**src/rtl/core/bba_pkg.sv**
```systemverilog
// ----------------------------------------------------------------------------
// Buddy block allocator package
// Shared types, codes and constants for the allocator and its cell chain.
// ----------------------------------------------------------------------------
`default_nettype none

package bba_pkg;

    // Fixed field widths of the interface.
    localparam int OWNER_W  = 16;
    localparam int ORDER_W  = 5;
    localparam int REQ_W    = 31;
    localparam int TOTAL_W  = 7;
    localparam int STATUS_W = 2;
    localparam int DATA_W   = 32;
    localparam int ADDR_W   = 3;

    // Size limits.
    localparam int MAX_BLOCKS_DEF = 64;
    localparam int MAX_ORDER      = 30;
    localparam int SIZE_ORDER_CAP = 31;
    localparam int POW_W          = SIZE_ORDER_CAP + 1;

    typedef logic [OWNER_W-1:0] owner_t;
    typedef logic [ORDER_W-1:0] order_t;

    // One entry of the block list.
    typedef struct packed {
        owner_t owner;
        order_t order;
    } blk_t;

    // Operation applied to every cell of the chain together.
    typedef enum logic [2:0] {
        CELL_HOLD,
        CELL_ROTATE,
        CELL_SPLIT,
        CELL_GRANT,
        CELL_INIT
    } cell_op_t;

    typedef struct packed {
        cell_op_t op;
        owner_t   grant_owner;
        order_t   init_order;
    } cell_ctrl_t;

    // Sequencer states.
    typedef enum logic [2:0] {
        ST_IDLE,
        ST_SIZE,
        ST_SEARCH,
        ST_SPLIT,
        ST_GRANT,
        ST_RESTORE,
        ST_REPORT,
        ST_LIST
    } state_t;

    // Commands, result kinds, status codes, register index.
    localparam logic CMD_ALLOC  = 1'b0;
    localparam logic CMD_QUERY  = 1'b1;
    localparam logic KIND_ALLOC = 1'b0;
    localparam logic KIND_ENTRY = 1'b1;
    localparam logic [STATUS_W-1:0] STATUS_OK    = 2'd0;
    localparam logic [STATUS_W-1:0] STATUS_NOFIT = 2'd1;
    localparam logic [STATUS_W-1:0] STATUS_FULL  = 2'd2;
    localparam logic REG_TOTAL_ORDER = 1'b0;

    // Limit a written order to the largest supported order.
    function automatic order_t clamp_order(input order_t value);
        order_t limit;
        limit = order_t'(MAX_ORDER);
        return (value > limit) ? limit : value;
    endfunction

    localparam order_t ORDER_RESET = clamp_order(order_t'(10));

endpackage

`default_nettype wire

```
**src/rtl/core/bba_cell.sv**
```systemverilog
// ----------------------------------------------------------------------------
// Buddy block allocator list cell
// Holds one block entry and updates it from its neighbors or the list head.
// ----------------------------------------------------------------------------
`default_nettype none

module bba_cell #(
    parameter int INDEX = 0,
    parameter int IDX_W = 6
) (
    input  wire logic              clk,
    input  wire logic              rst_n,
    input  wire bba_pkg::cell_ctrl_t ctrl,
    input  wire logic [IDX_W-1:0]  last_idx,
    input  wire bba_pkg::blk_t     head_in,
    input  wire bba_pkg::blk_t     left_in,
    input  wire bba_pkg::blk_t     right_in,
    output bba_pkg::blk_t          blk
);

    bba_pkg::blk_t blk_reg;
    bba_pkg::blk_t blk_next;
    logic          is_tail;

    // The tail of the occupied list wraps around to the head on a rotate.
    assign is_tail = (IDX_W'(INDEX) == last_idx);

    // Next entry value for each chain operation.
    always_comb
    begin
        blk_next = blk_reg;
        unique case (ctrl.op)
            bba_pkg::CELL_ROTATE:
            begin
                blk_next = is_tail ? head_in : right_in;
            end
            bba_pkg::CELL_SPLIT:
            begin
                if (INDEX == 0)
                begin
                    blk_next.order = bba_pkg::order_t'(blk_reg.order - 1'b1);
                end
                else if (INDEX == 1)
                begin
                    blk_next.owner = '0;
                    blk_next.order = bba_pkg::order_t'(head_in.order - 1'b1);
                end
                else
                begin
                    blk_next = left_in;
                end
            end
            bba_pkg::CELL_GRANT:
            begin
                if (INDEX == 0)
                begin
                    blk_next.owner = ctrl.grant_owner;
                end
            end
            bba_pkg::CELL_INIT:
            begin
                if (INDEX == 0)
                begin
                    blk_next.owner = '0;
                    blk_next.order = ctrl.init_order;
                end
            end
            default:
            begin
                blk_next = blk_reg;
            end
        endcase
    end

    // Entry storage; the head cell comes out of reset as one free block.
    always_ff @(posedge clk or negedge rst_n)
    begin
        if (!rst_n)
        begin
            blk_reg.owner <= '0;
            blk_reg.order <= (INDEX == 0) ? bba_pkg::ORDER_RESET : '0;
        end
        else
        begin
            blk_reg <= blk_next;
        end
    end

    assign blk = blk_reg;

endmodule

`default_nettype wire

```
**src/rtl/core/bba_chain.sv**
```systemverilog
// ----------------------------------------------------------------------------
// Buddy block allocator cell chain
// A row of list cells; the head entry is the only one seen from outside.
// ----------------------------------------------------------------------------
`default_nettype none

module bba_chain #(
    parameter int MAX_BLOCKS = bba_pkg::MAX_BLOCKS_DEF,
    parameter int IDX_W      = $clog2(MAX_BLOCKS)
) (
    input  wire logic                clk,
    input  wire logic                rst_n,
    input  wire bba_pkg::cell_ctrl_t ctrl,
    input  wire logic [IDX_W-1:0]    last_idx,
    output bba_pkg::blk_t            head
);

    bba_pkg::blk_t blk_w [MAX_BLOCKS];

    // Each cell sees its two neighbors and the head of the list.
    for (genvar k = 0; k < MAX_BLOCKS; k++)
    begin : g_cell
        bba_pkg::blk_t left_w;
        bba_pkg::blk_t right_w;

        if (k == 0)
        begin : g_first
            assign left_w = '0;
        end
        else
        begin : g_inner_left
            assign left_w = blk_w[k-1];
        end

        if (k == MAX_BLOCKS - 1)
        begin : g_last
            assign right_w = '0;
        end
        else
        begin : g_inner_right
            assign right_w = blk_w[k+1];
        end

        bba_cell #(
            .INDEX (k),
            .IDX_W (IDX_W)
        ) u_cell (
            .clk      (clk),
            .rst_n    (rst_n),
            .ctrl     (ctrl),
            .last_idx (last_idx),
            .head_in  (blk_w[0]),
            .left_in  (left_w),
            .right_in (right_w),
            .blk      (blk_w[k])
        );
    end

    assign head = blk_w[0];

endmodule

`default_nettype wire

```
**src/rtl/core/buddy_block_allocator.sv**
```systemverilog
// ----------------------------------------------------------------------------
// Buddy block allocator
// Keeps an ordered list of power-of-two blocks in a chain of cells, grants
// blocks by splitting the first free one that fits, and lists all blocks.
// ----------------------------------------------------------------------------
//
//  Channel  Handshake                    Payload
//  -------  ---------------------------  ----------------------------------
//  config   psel/penable/pwrite, pready  paddr, pwdata, prdata (total_order)
//  input    in_valid / in_ready          command, owner_id, request_size
//  output   out_valid / out_ready        result_kind, status, block_total,
//                                        entry_owner, entry_order, last
//
// One word is handled at a time; in_ready is high only while the sequencer idles.
// The list is rotated through the head cell one entry per cycle. An allocate
// word goes through the size steps, the search steps, the splits, the grant,
// the rotations back to the original order and the report. Search and restore
// together make one pass around the list of N blocks.
// A query word gives one result per cycle per block while out_ready is high.
// A result waits in the output register; a stalled output halts the listing.
// No clearing pass after reset: the list is one free block at once.
`default_nettype none

module buddy_block_allocator #(
    parameter int MAX_BLOCKS = bba_pkg::MAX_BLOCKS_DEF
) (
    input  wire logic                          clk,
    input  wire logic                          rst_n,
    // Configuration port
    input  wire logic                          psel,
    input  wire logic                          penable,
    input  wire logic                          pwrite,
    input  wire logic [bba_pkg::ADDR_W-1:0]    paddr,
    input  wire logic [bba_pkg::DATA_W-1:0]    pwdata,
    output logic [bba_pkg::DATA_W-1:0]         prdata,
    output logic                               pready,
    // Input words
    input  wire logic                          in_valid,
    output logic                               in_ready,
    input  wire logic                          command,
    input  wire logic [bba_pkg::OWNER_W-1:0]   owner_id,
    input  wire logic [bba_pkg::REQ_W-1:0]     request_size,
    // Result words
    output logic                               out_valid,
    input  wire logic                          out_ready,
    output logic                               result_kind,
    output logic [bba_pkg::STATUS_W-1:0]       status,
    output logic [bba_pkg::TOTAL_W-1:0]        block_total,
    output logic [bba_pkg::OWNER_W-1:0]        entry_owner,
    output logic [bba_pkg::ORDER_W-1:0]        entry_order,
    output logic                               last
);

    localparam int IDX_W = $clog2(MAX_BLOCKS);
    localparam int CNT_W = $clog2(MAX_BLOCKS + 1);
    localparam int SUM_W = ((CNT_W > bba_pkg::ORDER_W) ? CNT_W : bba_pkg::ORDER_W) + 1;

    // Sequencer and datapath registers.
    bba_pkg::state_t             state_reg, state_next;
    logic [CNT_W-1:0]            count_reg;
    logic [CNT_W-1:0]            step_reg;
    bba_pkg::order_t             d_reg;
    logic [bba_pkg::POW_W-1:0]   pow_reg;
    logic [bba_pkg::REQ_W-1:0]   req_reg;
    bba_pkg::owner_t             owner_reg;
    logic [bba_pkg::STATUS_W-1:0] code_reg;
    bba_pkg::order_t             total_order_reg;

    // Output register.
    logic                        out_valid_reg;
    logic                        out_kind_reg;
    logic [bba_pkg::STATUS_W-1:0] out_status_reg;
    logic [CNT_W-1:0]            out_total_reg;
    bba_pkg::owner_t             out_owner_reg;
    bba_pkg::order_t             out_order_reg;
    logic                        out_last_reg;

    // Control decoded from the state.
    bba_pkg::cell_ctrl_t         cell_ctrl;
    bba_pkg::blk_t               head;
    logic                        in_fire;
    logic                        cfg_we;
    logic                        out_free;
    logic                        size_done;
    logic                        head_fit;
    logic                        table_full;
    logic                        split_last;
    logic                        step_at_end;
    logic                        list_last;
    logic [SUM_W-1:0]            need_total;
    logic [IDX_W-1:0]            last_idx;
    logic                        step_inc;
    logic                        count_inc;
    logic                        out_load;
    logic                        set_nofit;
    logic                        set_full;
    logic                        set_ok;

    // Handshake and configuration decode.
    assign pready   = 1'b1;
    assign in_ready = (state_reg == bba_pkg::ST_IDLE);
    assign in_fire  = in_valid && in_ready;
    assign cfg_we   = psel && penable && pwrite && (paddr[2] == bba_pkg::REG_TOTAL_ORDER);
    assign out_free = !out_valid_reg || out_ready;

    always_comb
    begin
        prdata = '0;
        if (psel && (paddr[2] == bba_pkg::REG_TOTAL_ORDER))
        begin
            prdata = bba_pkg::DATA_W'(total_order_reg);
        end
    end

    // Conditions seen at the list head.
    assign last_idx    = IDX_W'(count_reg - CNT_W'(1));
    assign size_done   = (d_reg == bba_pkg::order_t'(bba_pkg::SIZE_ORDER_CAP)) ||
                         (pow_reg >= bba_pkg::POW_W'(req_reg));
    assign head_fit    = (head.owner == '0) && (head.order >= d_reg);
    assign need_total  = SUM_W'(count_reg) + SUM_W'(bba_pkg::order_t'(head.order - d_reg));
    assign table_full  = need_total > SUM_W'(MAX_BLOCKS);
    assign split_last  = (bba_pkg::order_t'(head.order - 1'b1) == d_reg);
    assign step_at_end = (step_reg == count_reg);
    assign list_last   = (step_reg == count_reg - CNT_W'(1));

    // Next state.
    always_comb
    begin
        state_next = state_reg;
        unique case (state_reg)
            bba_pkg::ST_IDLE:
            begin
                if (in_fire)
                begin
                    state_next = (command == bba_pkg::CMD_QUERY) ? bba_pkg::ST_LIST
                                                                 : bba_pkg::ST_SIZE;
                end
            end
            bba_pkg::ST_SIZE:
            begin
                if (size_done)
                begin
                    state_next = bba_pkg::ST_SEARCH;
                end
            end
            bba_pkg::ST_SEARCH:
            begin
                if (head_fit)
                begin
                    if (table_full)
                    begin
                        state_next = bba_pkg::ST_RESTORE;
                    end
                    else if (head.order == d_reg)
                    begin
                        state_next = bba_pkg::ST_GRANT;
                    end
                    else
                    begin
                        state_next = bba_pkg::ST_SPLIT;
                    end
                end
                else if (list_last)
                begin
                    state_next = bba_pkg::ST_RESTORE;
                end
            end
            bba_pkg::ST_SPLIT:
            begin
                if (split_last)
                begin
                    state_next = bba_pkg::ST_GRANT;
                end
            end
            bba_pkg::ST_GRANT:
            begin
                state_next = bba_pkg::ST_RESTORE;
            end
            bba_pkg::ST_RESTORE:
            begin
                if (step_at_end)
                begin
                    state_next = bba_pkg::ST_REPORT;
                end
            end
            bba_pkg::ST_REPORT:
            begin
                if (out_free)
                begin
                    state_next = bba_pkg::ST_IDLE;
                end
            end
            bba_pkg::ST_LIST:
            begin
                if (out_free && list_last)
                begin
                    state_next = bba_pkg::ST_IDLE;
                end
            end
            default:
            begin
                state_next = bba_pkg::ST_IDLE;
            end
        endcase
    end

    // Control outputs of the sequencer.
    always_comb
    begin
        cell_ctrl.op          = bba_pkg::CELL_HOLD;
        cell_ctrl.grant_owner = owner_reg;
        cell_ctrl.init_order  = bba_pkg::clamp_order(pwdata[bba_pkg::ORDER_W-1:0]);
        step_inc  = 1'b0;
        count_inc = 1'b0;
        out_load  = 1'b0;
        set_nofit = 1'b0;
        set_full  = 1'b0;
        set_ok    = 1'b0;
        unique case (state_reg)
            bba_pkg::ST_IDLE:
            begin
                if (cfg_we)
                begin
                    cell_ctrl.op = bba_pkg::CELL_INIT;
                end
            end
            bba_pkg::ST_SEARCH:
            begin
                if (head_fit)
                begin
                    set_full = table_full;
                end
                else
                begin
                    cell_ctrl.op = bba_pkg::CELL_ROTATE;
                    step_inc     = 1'b1;
                    set_nofit    = list_last;
                end
            end
            bba_pkg::ST_SPLIT:
            begin
                cell_ctrl.op = bba_pkg::CELL_SPLIT;
                count_inc    = 1'b1;
            end
            bba_pkg::ST_GRANT:
            begin
                cell_ctrl.op = bba_pkg::CELL_GRANT;
                set_ok       = 1'b1;
            end
            bba_pkg::ST_RESTORE:
            begin
                if (!step_at_end)
                begin
                    cell_ctrl.op = bba_pkg::CELL_ROTATE;
                    step_inc     = 1'b1;
                end
            end
            bba_pkg::ST_REPORT:
            begin
                out_load = out_free;
            end
            bba_pkg::ST_LIST:
            begin
                if (out_free)
                begin
                    cell_ctrl.op = bba_pkg::CELL_ROTATE;
                    step_inc     = 1'b1;
                    out_load     = 1'b1;
                end
            end
            default:
            begin
                cell_ctrl.op = bba_pkg::CELL_HOLD;
            end
        endcase
    end

    // Row of list cells.
    bba_chain #(
        .MAX_BLOCKS (MAX_BLOCKS),
        .IDX_W      (IDX_W)
    ) u_chain (
        .clk      (clk),
        .rst_n    (rst_n),
        .ctrl     (cell_ctrl),
        .last_idx (last_idx),
        .head     (head)
    );

    // Control registers.
    always_ff @(posedge clk or negedge rst_n)
    begin
        if (!rst_n)
        begin
            state_reg       <= bba_pkg::ST_IDLE;
            count_reg       <= CNT_W'(1);
            step_reg        <= '0;
            total_order_reg <= bba_pkg::ORDER_RESET;
            out_valid_reg   <= 1'b0;
        end
        else
        begin
            state_reg <= state_next;
            if (cfg_we && (state_reg == bba_pkg::ST_IDLE))
            begin
                total_order_reg <= bba_pkg::clamp_order(pwdata[bba_pkg::ORDER_W-1:0]);
                count_reg       <= CNT_W'(1);
            end
            else if (count_inc)
            begin
                count_reg <= count_reg + CNT_W'(1);
            end
            if (in_fire)
            begin
                step_reg <= '0;
            end
            else if (step_inc)
            begin
                step_reg <= step_reg + CNT_W'(1);
            end
            if (out_load)
            begin
                out_valid_reg <= 1'b1;
            end
            else if (out_ready)
            begin
                out_valid_reg <= 1'b0;
            end
        end
    end

    // Request size to order, one doubling per cycle, and the result status code.
    always_ff @(posedge clk)
    begin
        if (in_fire)
        begin
            owner_reg <= owner_id;
            req_reg   <= request_size;
            d_reg     <= '0;
            pow_reg   <= bba_pkg::POW_W'(1);
        end
        else if ((state_reg == bba_pkg::ST_SIZE) && !size_done)
        begin
            d_reg   <= bba_pkg::order_t'(d_reg + 1'b1);
            pow_reg <= {pow_reg[bba_pkg::POW_W-2:0], 1'b0};
        end
        if (set_nofit)
        begin
            code_reg <= bba_pkg::STATUS_NOFIT;
        end
        else if (set_full)
        begin
            code_reg <= bba_pkg::STATUS_FULL;
        end
        else if (set_ok)
        begin
            code_reg <= bba_pkg::STATUS_OK;
        end
    end

    // Output word register.
    always_ff @(posedge clk)
    begin
        if (out_load)
        begin
            out_total_reg <= count_reg;
            if (state_reg == bba_pkg::ST_LIST)
            begin
                out_kind_reg   <= bba_pkg::KIND_ENTRY;
                out_status_reg <= bba_pkg::STATUS_OK;
                out_owner_reg  <= head.owner;
                out_order_reg  <= head.order;
                out_last_reg   <= list_last;
            end
            else
            begin
                out_kind_reg   <= bba_pkg::KIND_ALLOC;
                out_status_reg <= code_reg;
                out_owner_reg  <= '0;
                out_order_reg  <= (code_reg == bba_pkg::STATUS_OK) ? d_reg : '0;
                out_last_reg   <= 1'b1;
            end
        end
    end

    assign out_valid   = out_valid_reg;
    assign result_kind = out_kind_reg;
    assign status      = out_status_reg;
    assign block_total = bba_pkg::TOTAL_W'(out_total_reg);
    assign entry_owner = out_owner_reg;
    assign entry_order = out_order_reg;
    assign last        = out_last_reg;

    // The block count always stays within the list depth.
    a_count_range: assert property (@(posedge clk) disable iff (!rst_n)
        (count_reg >= CNT_W'(1)) && (count_reg <= CNT_W'(MAX_BLOCKS)))
        else $error("block count out of range");

    // A listing never runs past the occupied part of the list.
    a_list_bound: assert property (@(posedge clk) disable iff (!rst_n)
        (state_reg == bba_pkg::ST_LIST) |-> (step_reg < count_reg))
        else $error("listing step beyond block count");

    // Only a free block larger than the request is ever split.
    a_split_free: assert property (@(posedge clk) disable iff (!rst_n)
        (state_reg == bba_pkg::ST_SPLIT) |-> ((head.owner == '0) && (head.order > d_reg)))
        else $error("split of an unsuitable block");

    // After a split the count has grown by exactly one.
    a_split_count: assert property (@(posedge clk) disable iff (!rst_n)
        (state_reg == bba_pkg::ST_SPLIT) |=> (count_reg == $past(count_reg) + CNT_W'(1)))
        else $error("split did not add one block");

endmodule

`default_nettype wire

```
**config.mk**
```make
export PLATFORM = sky130hd
export DESIGN_NAME = buddy_block_allocator
export DESIGN_NICKNAME = d
export VERILOG_FILES = /design/src/rtl/core/bba_pkg.sv /design/src/rtl/core/bba_cell.sv /design/src/rtl/core/bba_chain.sv /design/src/rtl/core/buddy_block_allocator.sv
export SDC_FILE = /design/constraint.sdc
export NUM_CORES = 2
export LEC_CHECK = 0
export BUFFER_PORTS_ARGS = -buffer_cell sky130_fd_sc_hd__buf_4
export CAP_MARGIN = 20
export CORE_MARGIN = 2
export CORE_UTILIZATION = 25
export CTS_BUF_LIST = sky130_fd_sc_hd__clkbuf_8
export DETAILED_ROUTE_END_ITERATION = 8
export SYNTH_ARGS = -nofsm -noshare
export SYNTH_HDL_FRONTEND = slang
export SYNTH_SLANG_ARGS = --single-unit
```
**constraint.sdc**
```tcl
create_clock -name clk -period 9.55 [get_ports clk]
set_clock_uncertainty 0.15 [all_clocks]
set_input_delay 0.955 -clock clk [delete_from_list [all_inputs] [get_ports clk]]
set_output_delay 0.955 -clock clk [all_outputs]
set_load 0.05 [all_outputs]
```
* Word level (Yosys, flattened, before mapping) *
Index checks and enable logic that the tools add are counted.
Widths: inputs -> output; s select.

word-level totals
  memory bits (writable) = 0
  output and inout port bits = 67
  bits in read-only memories = 0
  memories kept = 0
  logic and storage cells = 440
  latch bits = 0
  register bits after elaboration = 1485
  input bits = 90

cells by class
  shift operators = 0
  divide/modulo/power cells = 0
  multipliers = 0
  $add $sub $neg = 7
  muxes and demuxes = 170
  bitwise gates (word level) = 1
  equal/unequal tests = 87
  reduce and logical (&&, ||, !) cells = 27
  magnitude comparators = 4

operators by type and width
  kind                 number
  $pmux 21 s2          63
  $mux 21              64
  $eq 6x6->1 const A   32
  $eq 5x6->1 const A   16
  $eq 4x6->1 const A   8
  $pmux 16 s3          1
  $mux 3               12
  $ge 32x31->1         1
  $mux 7               4
  $eq 3x6->1 const A   4
  $pmux 3 s8           1
  $mux 5               4
  $pmux 3 s6           1
  $logic_not 16->1     1
  $eq 3x3->1 const B   5
  $mux 1               15
  $pmux 5 s3           1
  $add 7x1->7 const B  2
  $eq 7x7->1           2
  $eq 2x6->1 const A   2
  $eq 3x2->1 const B   4
  $ne 2x2->1 const B   6
  $eq 5x5->1           2
  $reduce_bool 2->1    5
  26 further kinds     40

* Depth between registers and ports, before layout *
  depth in word-level cells = 8
  gate-level depth with buffers = 17
  depth with buffers taken out = 15

* Hierarchy *
Synthesis repeated with hierarchy kept, for this count alone.

second synthesis, totals
  cell total of the unflattened synthesis = 11937
  area, all modules = 109543.8 sq um

modules (own cells, without submodules)
  module                                     instances  area an instance (sq um)  cells each  seq. area each (sq um)
  bba_cell at u_chain.g_cell[17].u_cell ...  12         1694.1                    178         525.5
  bba_cell at u_chain.g_cell[19].u_cell ...  12         1590.3                    178         525.5
  bba_cell at u_chain.g_cell[23].u_cell ...  8          1569.0                    178         525.5
  bba_cell at u_chain.g_cell[51].u_cell ...  6          1585.3                    178         525.5
  bba_cell at u_chain.g_cell[10].u_cell ...  6          1577.8                    178         525.5
  bba_cell at u_chain.g_cell[11].u_cell ...  6          1565.3                    178         525.5
  bba_cell at u_chain.g_cell[16].u_cell ...  5          1691.6                    178         525.5
  bba_cell at u_chain.g_cell[55].u_cell ...  5          1557.7                    178         525.5
  buddy_block_allocator                      1          7131.8                    641         3732.3
  bba_cell at u_chain.g_cell[48].u_cell      1          1689.1                    178         525.5
  bba_cell at u_chain.g_cell[15].u_cell      1          1571.5                    178         525.5
  bba_cell at u_chain.g_cell[0].u_cell       1          1433.9                    147         528.0
  bba_cell at u_chain.g_cell[1].u_cell       1          1132.3                    112         525.5
  bba_chain                                  1          3.8                       1           0.0

* Worst setup path before layout *
OpenSTA, ideal clock, no wires.

  path type = reg-to-reg
  from = reg state_reg[1]
  to = reg owner_reg[0] (enable)
  buffers on the path = 3
  stages on the path, launching flop included = 6
  data arrival time = 3821 ps
  period minus slack after synthesis = 4400 ps
  library setup time = 429 ps
  slack = 5150 ps
  data required time = 8971 ps
  cell sequence = dfrtp_1 clkbuf_1 nor3_1 and2_1 clkbuf_1 buf_1

between the ends
  word-level cells in the longest chain between the ends = 2

ends and longest elaborated chain
  what                    RTL line                      source
  from (decl)             buddy_block_allocator.sv:59   bba_pkg::state_t state_reg, state_next;
  from (signal assigned)  buddy_block_allocator.sv:295  state_reg <= bba_pkg::ST_IDLE;
  from (signal assigned)  buddy_block_allocator.sv:303  state_reg <= state_next;
  $logic_not 3->1         buddy_block_allocator.sv:101  assign in_ready = (state_reg == bba_pkg::ST_IDLE);
  via in_ready            buddy_block_allocator.sv:39   output logic in_ready,
  $logic_and 1x1->1       buddy_block_allocator.sv:102  assign in_fire = in_valid && in_ready;
  via in_fire             buddy_block_allocator.sv:81   logic in_fire;
  to (signal assigned)    buddy_block_allocator.sv:337  owner_reg <= owner_id;
  to (decl)               buddy_block_allocator.sv:65   bba_pkg::owner_t owner_reg;

The timed path passes the listed nets, and every way through them passes these cells.
A chain may end at the register's enable or synchronous reset.

* Worst setup path after layout *
  from = reg u_chain.g_cell[0].u_cell.blk_reg, in the netlist u_chain.g_cell[0].u_cell.blk[3]
  to = reg u_chain.g_cell[38].u_cell.blk_reg, in the netlist u_chain.g_cell[38].u_cell.blk[10]

between the ends
  word-level cells in the longest chain between the ends = 6
  elaborated cells on any way between the ends = 8
  those cells by class = order compare (1); eq/ne (2); mux (3); reduce/logical (2)

ends and longest elaborated chain
  what                                                     RTL line                      source
  from (decl)                                              bba_cell.sv:21                bba_pkg::blk_t blk_reg;
  from (signal assigned)                                   bba_cell.sv:85                blk_reg <= blk_next;
  $ge 5x5->1 *                                             buddy_block_allocator.sv:119  assign head_fit = (head.owner == '0) && (head.order >= d_reg);
  $logic_and 1x1->1 *                                      buddy_block_allocator.sv:119
  $mux 1 *                                                 buddy_block_allocator.sv:229  if (head_fit)
  $pmux 3 s6 *                                             buddy_block_allocator.sv:219  unique case (state_reg)
  $eq 3x2->1 / $eq 3x1->1 (equally long branches)          bba_cell.sv:32                unique case (ctrl.op)
  $pmux 21 s2 / $reduce_bool 2->1 (equally long branches)  -
  to (signal assigned)                                     bba_cell.sv:85
  to (decl)                                                bba_cell.sv:21

Every way passes the cells marked *; elsewhere a longest branch is shown, timed or not.

==> impl_metrics.yaml <==
clock_tree:
  cts.clk_slew.worst_paths_ps: 60
  cts_sinks: 1485
  ctsLongestPathBuffers: 4
  cts_tree: "yes"
  cts_htree_levels: 5
  hold_buffers: 50
  cts-resized-gates: 0
  cts_setup_buffers: 0
  clk_latency_ps: 1010
  cts_made_buffers: 293
  clock_tree.root_cell: "clkbuf_8"
synth:
  synth_warnings: 0
  synthTopCellsByArea: "dfrtp_1, mux2i_1, a21o_1"
  synth_edf_count: 79
  synth_top_area_frac: 0.406
  synth_common_cells: "nor2_1, dfrtp_1, mux2i_1, a21o_1, a211oi_1"
  synth_area_um2: 83900
  ys.flop_type: "dfrtp_1"
  syn_inst: 8321
  ys_async_sr_fraction: 0.921
  ys_types: 77
  ys_seq_area_frac: 0.446
  ys_ff_latch: 1485
  synth.avg_cell_area_um2: 10.1
  synth_top_area_cell: "dfrtp_1"
  synth_most_common_cell: "nor2_1"
worst_setup_path:
  crit_start: "u_chain.g_cell[0].u_cell.blk[3]"
  r2r_slack_ps: 3840
  worstSetupPathType: "reg -> reg"
  ff2ff_path_depth: 11
  r2r-end: "u_chain.g_cell[38].u_cell.blk[10]"
  cp-end-kind: "flip-flop"
  required_ps: 10280
  timing.critical_path.arrival_ps: 6450
  crit_path_end: "u_chain.g_cell[38].u_cell.blk[10]"
  path_max_fanout: 268
  r2r-start: "u_chain.g_cell[0].u_cell.blk[3]"
  critPathLaunchType: "flip-flop"
sta:
  slew_headroom: 0.0361
  tns_ps: 0
  worst_slew_pin_slew_ps: 1450
  setup_violations: 0
  period_minus_slack_ps: 5710
  fmaxAchievable_mhz: 175
  grt_setup_unrepaired: "no"
  hold_viol_final: 0
  min_period_over_period: 0.598
  slew_viol_final: 0
floorplanning:
  dieArea_um2: 340000
  fp.dieH_um: 583
  io_pins: 157
  core_area_um2: 334000
  rows: 212
  initial_utilization: 0.251
  die_w_um: 583
grt:
  met1_usage: 0.164
  top_usage_layer: "met2"
  grt_antenna_before_repair: 2
  grt_util_all_layers: 0.118
  grt_pass1_wl_um: 340000
  grt_max_degree: 270
  grt_pass1_vias: 61900
  grt.overflow.total: 0
  met3_usage: 0.0175
  met2_usage: 0.192
power:
  vdd_drop_max_mv: 0.459
  powerDensity_nw_per_um2: 318
  leakage_nw: 56.6
drt:
  num_vias: 62300
  wl_per_cell_um: 16.4
  wl_um: 206000
  first_pass_iters: 5
  vias_per_cell: 4.96
  drc_errors: 0
  ant_nets: 0
  drt_iter0_markers: 4215
final_layout:
  final_util: 0.279
  register_area_um2: 37400
  largest_reg_flops: 1344
  fin_nets: 8115
  multiInputGateArea_um2: 42100
  area_growth_pct: 11.0
  final_layout_size_suffix_gt1_frac: 0.0835
  fillers: 35200
job:
  cap_violations: 0
place:
  port-buffer-count: 99
  gp_congestion: 0.768
  hpwl_um: 117000
worst_hold_path:
  hp-class: "in -> reg"
status:
  status: "complete, no violations"
-- cell usage in the layout, fill, tap and decap left out, types with 28 or more instances in the layout --
master         instances
a211oi_1            1282
a21o_1              1289
a21oi_1               50
buf_4                185
clkbuf_8             357
conb_1                28
dfrtp_1             1343
dfxtp_1               39
dlygate4sd3_1         50
edfxtp_1              79
ha_1                  51
inv_1                151
mux2i_1             1348
nand2_1              103
nand3_1               58
nor2_1              1372
o21ai_0               82
-- how the worst min path moves through the flow --
| stage | start | to | slack, ps | cells past startpoint |
|---|---|---|---|---|
| final | pwdata[4] | total_order_reg[4] | 120 | 3 |
| after global routing | pwdata[4] | total_order_reg[4] | 60 | 3 |
| after CTS | pwdata[4] | total_order_reg[4] | 10 | 3 |
| after detailed placement | owner_reg[9] | u_chain.g_cell[0].u_cell.blk[14] | 300 | 2 |
| after global placement | owner_reg[9] | u_chain.g_cell[0].u_cell.blk[14] | 290 | 2 |
| after floorplan | count_reg[6] | block_total[6] | 270 | 0 |
-- metal layers --
metal,part of all wire,routed length [µm]
met1,0.48,99100
met5,0,0
met4,0.019,3820
met3,0.035,7240
met2,0.47,96100
-- report_power, final --
part / switching [mW] / internal (mW) / leakage, nW / total, mW
Clock: 2.79 / 3.40 / 3.21 / 6.19
Combinational: 7.74 / 5.02 / 34.3 / 12.8
Sequential: 2.14 / 8.55 / 19.0 / 10.7
Total: 12.7 / 17.0 / 56.6 / 29.6
-- critical path, cell delays in order, from the launching register on --
cell,delay [ps]
dfstp_4,1140
ha_1,300
nand3_1,90
nor2_1,220
o311ai_0,160
clkbuf_2,170
a221o_1,670
nor2_4,690
buf_12,430
buf_12,560
a211oi_1,100
a21o_1,220
-- kinds of logic (layout without fill, tap and decap cells) --
| family | Yosys count | in the layout | synth area share |
|---|---|---|---|
| AO/OA/AOI/OAI | 2755 | 2755 | 0.243 |
| AND/OR/NAND/NOR | 1656 | 1656 | 0.0822 |
| flip-flops | 1485 | 1485 | 0.446 |
| multiplexers | 1349 | 1349 | 0.161 |
| buffers and inverters | 983 | 801 | 0.0551 |
| adder cells (fa/ha/maj) | 53 | 53 | 0.00809 |
| XOR/XNOR | 38 | 38 | 0.00465 |
| other | 2 | 32 | 0.0000895 |
-- through the flow --
step                std cells  worst slack, ps  total power [mW]  hold WS, ps  area [µm²]
floorplan                8347             5150              20.7          270       84000
global placement        12000             3990              23.3          292       87100
detailed placement      12000             3950              23.5          296       87100
CTS                     12600             3880              29.9         14.4       93100
global route            12600             3640              31.9         64.2       93100
finish                  12600             3840              29.6          118       93100
-- layout make-up --
type                            count  share of cell area
Sequential cell                  1485               0.402
Antenna cell                        4            0.000107
Clock inverter                    131             0.00633
Multi-Input combinational cell   5879               0.452
Inverter                           49             0.00198
Tap cell                         4387              0.0589
Clock buffer                      357              0.0528
Timing Repair Buffer              264              0.0263
Power figures use the tool's default switching activity.
